<file path="src/rtl/crcsu_pkg.sv">
`default_nettype none

package crcsu_pkg;

	localparam int BYTES_PER_ITEM = 8;
	localparam int DATA_SLOTS = 8;
	localparam int MAX_BYTES = (BYTES_PER_ITEM < DATA_SLOTS) ? BYTES_PER_ITEM : DATA_SLOTS;
	localparam int ROW_IDX_W = $clog2(DATA_SLOTS);
	localparam int COUNT_W = 4;

	localparam logic [31:0] POLY_RESET = 32'hEDB8_8320;
	localparam logic [7:0] ASCII_UPPER_A = 8'h41;
	localparam logic [7:0] ASCII_UPPER_Z = 8'h5A;
	localparam logic [7:0] ASCII_CASE_OFFSET = 8'h20;

	typedef logic [31:0] word_t;
	typedef logic [7:0] byte_t;
	typedef logic [COUNT_W-1:0] count_t;

	// One row holds the effect of each single set bit of a byte after a fixed
	// number of zero bytes has been shifted through the register.
	typedef logic [7:0][31:0] row_t;
	typedef row_t [DATA_SLOTS-1:0] basis_t;

	function automatic word_t shift_byte_zero(word_t poly, word_t x);
		word_t c;
		c = x;
		for (int k = 0; k < 8; k++) begin
			c = (c >> 1) ^ (c[0] ? poly : '0);
		end
		return c;
	endfunction

	function automatic row_t base_row(word_t poly);
		row_t r;
		for (int k = 0; k < 8; k++) begin
			r[k] = shift_byte_zero(poly, word_t'(1) << k);
		end
		return r;
	endfunction

	function automatic word_t apply_row(row_t row, byte_t b);
		word_t acc;
		acc = '0;
		for (int k = 0; k < 8; k++) begin
			if (b[k]) begin
				acc = acc ^ row[k];
			end
		end
		return acc;
	endfunction

	function automatic row_t next_row(row_t prev, row_t first);
		row_t r;
		for (int k = 0; k < 8; k++) begin
			r[k] = (prev[k] >> 8) ^ apply_row(first, prev[k][7:0]);
		end
		return r;
	endfunction

	function automatic byte_t fold_byte(byte_t b);
		byte_t r;
		r = b;
		if (b >= ASCII_UPPER_A && b <= ASCII_UPPER_Z) begin
			r = b + ASCII_CASE_OFFSET;
		end
		return r;
	endfunction

endpackage

`default_nettype wire

</file>
<file path="src/rtl/crcsu_lane.sv">
`default_nettype none

module crcsu_lane
	import crcsu_pkg::*;
(
	input  row_t  row,
	input  byte_t data_byte,
	output word_t term
);

	assign term = apply_row(row, data_byte);

endmodule

`default_nettype wire

</file>
<file path="config.mk">
export PLATFORM = sky130hd
export DESIGN_NAME = crcsu_lane
export DESIGN_NICKNAME = d
export VERILOG_FILES = /design/src/rtl/crcsu_pkg.sv /design/src/rtl/crcsu_lane.sv
export SDC_FILE = /design/constraint.sdc
export NUM_CORES = 1
export LEC_CHECK = 0
export BUFFER_PORTS_ARGS = -buffer_cell sky130_fd_sc_hd__clkbuf_2
export CORE_AREA = 2 2 116 118
export DETAILED_ROUTE_END_ITERATION = 10
export DIE_AREA = 0 0 118 120
export PLACE_DENSITY = 0.58
export RECOVER_POWER = 25
export SKIP_LAST_GASP = 1
export SYNTH_ARGS = -nofsm -noshare
export SYNTH_HDL_FRONTEND = slang
export SYNTH_SLANG_ARGS = --single-unit
</file>
<file path="constraint.sdc">
create_clock -name vclk -period 1.14
set_input_delay 0.114 -clock vclk [all_inputs]
set_output_delay 0.114 -clock vclk [all_outputs]
set_load 0.03 [all_outputs]
</file>
Word-level counts from Yosys, hierarchy flattened
Cells that the tools add are included.
Word-level totals
  logic and storage cells: 15
  input bits: 264
  flip-flop bits (word level): 0
  output and inout port bits: 32
Operators by class
  mux-type cells: 8
  bitwise logic cells: 7
Operators by type and width (number)
  $mux W32: 8
  $xor A32 B32 Y32: 7

Depth between registers and ports, before layout
  word-level depth: 15
  depth in mapped cells: 5
  mapped depth without buffers: 4

Worst setup path after synthesis
Ideal clock, no wire load.
  kind: input to output
  start point: input port data_byte[2]
  end point: output port term[10]
  stages: 5
  arrival time: 1.172 ns
  setup slack: -0.146 ns
  cell sequence: buf_2 -> nand2_1 -> xnor2_1 -> xnor2_1 -> xnor2_1
On the way
  word-level cells in the longest chain between the ends: 11
RTL lines
  start, declared: line crcsu_lane.sv:7  | input byte_t data_byte,
  $mux W32 (*): line crcsu_pkg.sv:46  | if (b[k]) begin
  $xor A32 B32 Y32: line crcsu_pkg.sv:47  | acc = acc ^ row[k];
  $mux W32 (*): line crcsu_pkg.sv:46
  $xor A32 B32 Y32: line crcsu_pkg.sv:47
  $mux W32 (*): line crcsu_pkg.sv:46
  $xor A32 B32 Y32: line crcsu_pkg.sv:47
  $mux W32 (*): line crcsu_pkg.sv:46
  $xor A32 B32 Y32: line crcsu_pkg.sv:47
  $mux W32 (*): line crcsu_pkg.sv:46
  $xor A32 B32 Y32: line crcsu_pkg.sv:47
  $mux W32 (*): line crcsu_pkg.sv:46
  end, declared: line crcsu_lane.sv:8  | output word_t term
Every way passes the cells marked *; elsewhere a longest branch is shown, timed or not.

Worst setup path after layout
  start point: input port data_byte[1]
  end point: output port term[15]
On the way
  word-level cells in the longest chain between the ends: 13
RTL lines (line)
  $mux W32 (*): crcsu_pkg.sv:46
  $xor A32 B32 Y32: crcsu_pkg.sv:47
  $mux W32 (*): crcsu_pkg.sv:46
  $xor A32 B32 Y32: crcsu_pkg.sv:47
  $mux W32 (*): crcsu_pkg.sv:46
  $xor A32 B32 Y32: crcsu_pkg.sv:47
  $mux W32 (*): crcsu_pkg.sv:46
  $xor A32 B32 Y32: crcsu_pkg.sv:47
  $mux W32 (*): crcsu_pkg.sv:46
  $xor A32 B32 Y32: crcsu_pkg.sv:47
  $mux W32 (*): crcsu_pkg.sv:46
  $xor A32 B32 Y32: crcsu_pkg.sv:47
  $mux W32 (*): crcsu_pkg.sv:46
Marked as above.

==> impl_metrics.ini <==
[drt]
via_count = 4421
wl_met1_mm = 6.56
vias_per_cell = 4.48
met2_length_mm = 9.95
drc = 0
wl_met3_mm = 1.14
postRouteAntennaNets = 0
wl_mm = 18.2
first_iter_violations = 97
routedWlPerCell_um = 18.5
topRoutingLayerUsed = met4
drt-pass1-iter-count = 5

[cts]
cts_setup_buffers = 0

[power_and_ir_drop]
leakage_nw = 4.23
power_frac_comb_pct = 100.0
p_clk_share_pct = 0
seq_power_share_pct = 0
p_switching_w = 0.00312
p_sw_share_pct = 47.5
internal_power_w = 0.00345
p_per_area_nw_per_um2 = 808
vdd_drop_max_uv = 525

[setup_path]
crit_chain = clkbuf_16, buf_16, nand2_4, xor2_2, xnor2_2, xnor2_2, clkbuf_8
max_stage_delay_ns = 0.21
path_class = in -> out
cp_max_fo = 7
cp.arrival_ns = 1.23
startpoint = data_byte[1]
startpoint_type = input pin
crit_top_cell = xnor2_2
critPathCapture = term[15]
end_kind = primary output
critPathSlowestCell = xnor2_2
required_ns = 1.03

[sta]
final_hold_viol_count = 0
fmax_mhz = 744
period_needed_ns = 1.34
period_share_pct = 118
finalMaxSlewViolations = 0
setup_viol = 32
finalWorstSetupSlack_ns = -0.204
tns_ns = -5.50
grt_setup_unrepaired = true
slew_headroom_pct = 82.0
tightestPinTransition_ns = 0.268

[final_layout]
n_fill_cell = 1046
final_common_cell = clkbuf_2
nClkBuffers = 0
finalNetCount = 1077
stdcell_count = 987
ff_latch_area_um2 = 0
seq_cells = 0
fin_util_pct = 62.5
layout-drive-gt1-share_pct = 82.2
syn_to_final_growth_pct = 140
layout_common_cells = clkbuf_2 (256), xnor2_2 (174), nand2_1 (130)
antenna_cells = 0

[logic_synthesis]
synth_seq_area_share_pct = 0
syn_nets = 768
mappedNetlistArea_um2 = 3380
yosysWarnings = 0
syn-instance-count = 504
synth_cell_types = 8
syn_area_per_cell_um2 = 6.70

[place]
hpwl_mm = 10.9
dp.cells = 971
post-place-ws_ns = -0.353
port-buffer-count = 296
gp_congestion = 0.800

[floorplan]
boundaryPins = 296
num_rows = 42
core_um2 = 13000
dieHeight_um = 120
dieWidth_um = 118
initial_core_util_pct = 26.0
die-area_um2 = 14200

[grt]
grt_start_max_net_pins = 10
grt-ovfl-total = 0
track_usage_pct = 23.8
grt_pass1_vias = 4710
grt_first_pass_wirelength_mm = 25.6
antenna_found_initial = 0

[run_status]
status = finished, violations left
violations = setup timing

[job]
max_cap_violations = 0

[worst_hold_path]
hold_path.class = in -> out
==> Yosys cell counts, drive strengths merged <==
cell type  number  area share, %
buf            24            6.2
nand2         256             29
xnor2         192             57
xor2           32            8.3
==> per-layer routing <==
| metal | up-vias | track usage [%] |
|---|---|---|
| met5 | - | 0 |
| met4 | 0 | 7.30 |
| met3 | 34 | 5.09 |
| met2 | 228 | 46.3 |
| met1 | 2071 | 25.4 |
| li1 | 2088 | - |
==> through the flow <==
step           power (W)  instance area (µm²)  hold slack [ns]
6_report         0.00656                 8120            0.848
2_1_floorplan    0.00320                 3620            0.705
4_1_cts          0.00621                 7520            0.848
3_3_place_gp     0.00442                 5430            0.891
3_5_place_dp     0.00444                 5430            0.893
5_1_grt          0.00686                 8120            0.872
==> worst max-delay path, delay by kind of cell <==
kind | cells | cell delay, ns
XOR/XNOR | 3 | 0.55
buffers and inverters | 3 | 0.49
AND/OR/NAND/NOR | 1 | 0.06
==> timing repair <==
action                     4_1_cts  5_1_grt
pin swaps                      111       78
gates cloned                    17        2
hold buffers                     0        0
setup endpoints to repair       32       32
resized for setup              326      106
==> power groups by stage <==
stage	Combinational, W	Sequential [W]	Clock, W
floorplan	0.00320	0	0
global placement	0.00442	0	0
detailed placement	0.00444	0	0
CTS	0.00621	0	0
global route	0.00686	0	0
finish	0.00656	0	0
==> worst min-delay path by stage <==
stage,from,endpoint,slack [ns],cells past startpoint
floorplan,row[94],term[30],0.71,4
global placement,row[82],term[18],0.89,6
detailed placement,row[82],term[18],0.89,6
CTS,row[140],term[12],0.85,6
global route,row[68],term[4],0.87,6
finish,row[132],term[4],0.85,6
==> cells by family after synthesis <==
kind of cell,share of synthesized area [%]
XOR/XNOR,65.2
buffers and inverters,6.15
AND/OR/NAND/NOR,28.6
==> final cells by class <==
type                       count  area (µm²)  share of cell area [%]
tap                          176         220                    2.71
timing repair buffer         331        2740                    33.8
multi-input combinational    480        5150                    63.5
Note: power is estimated with default switching activity, not from simulation.
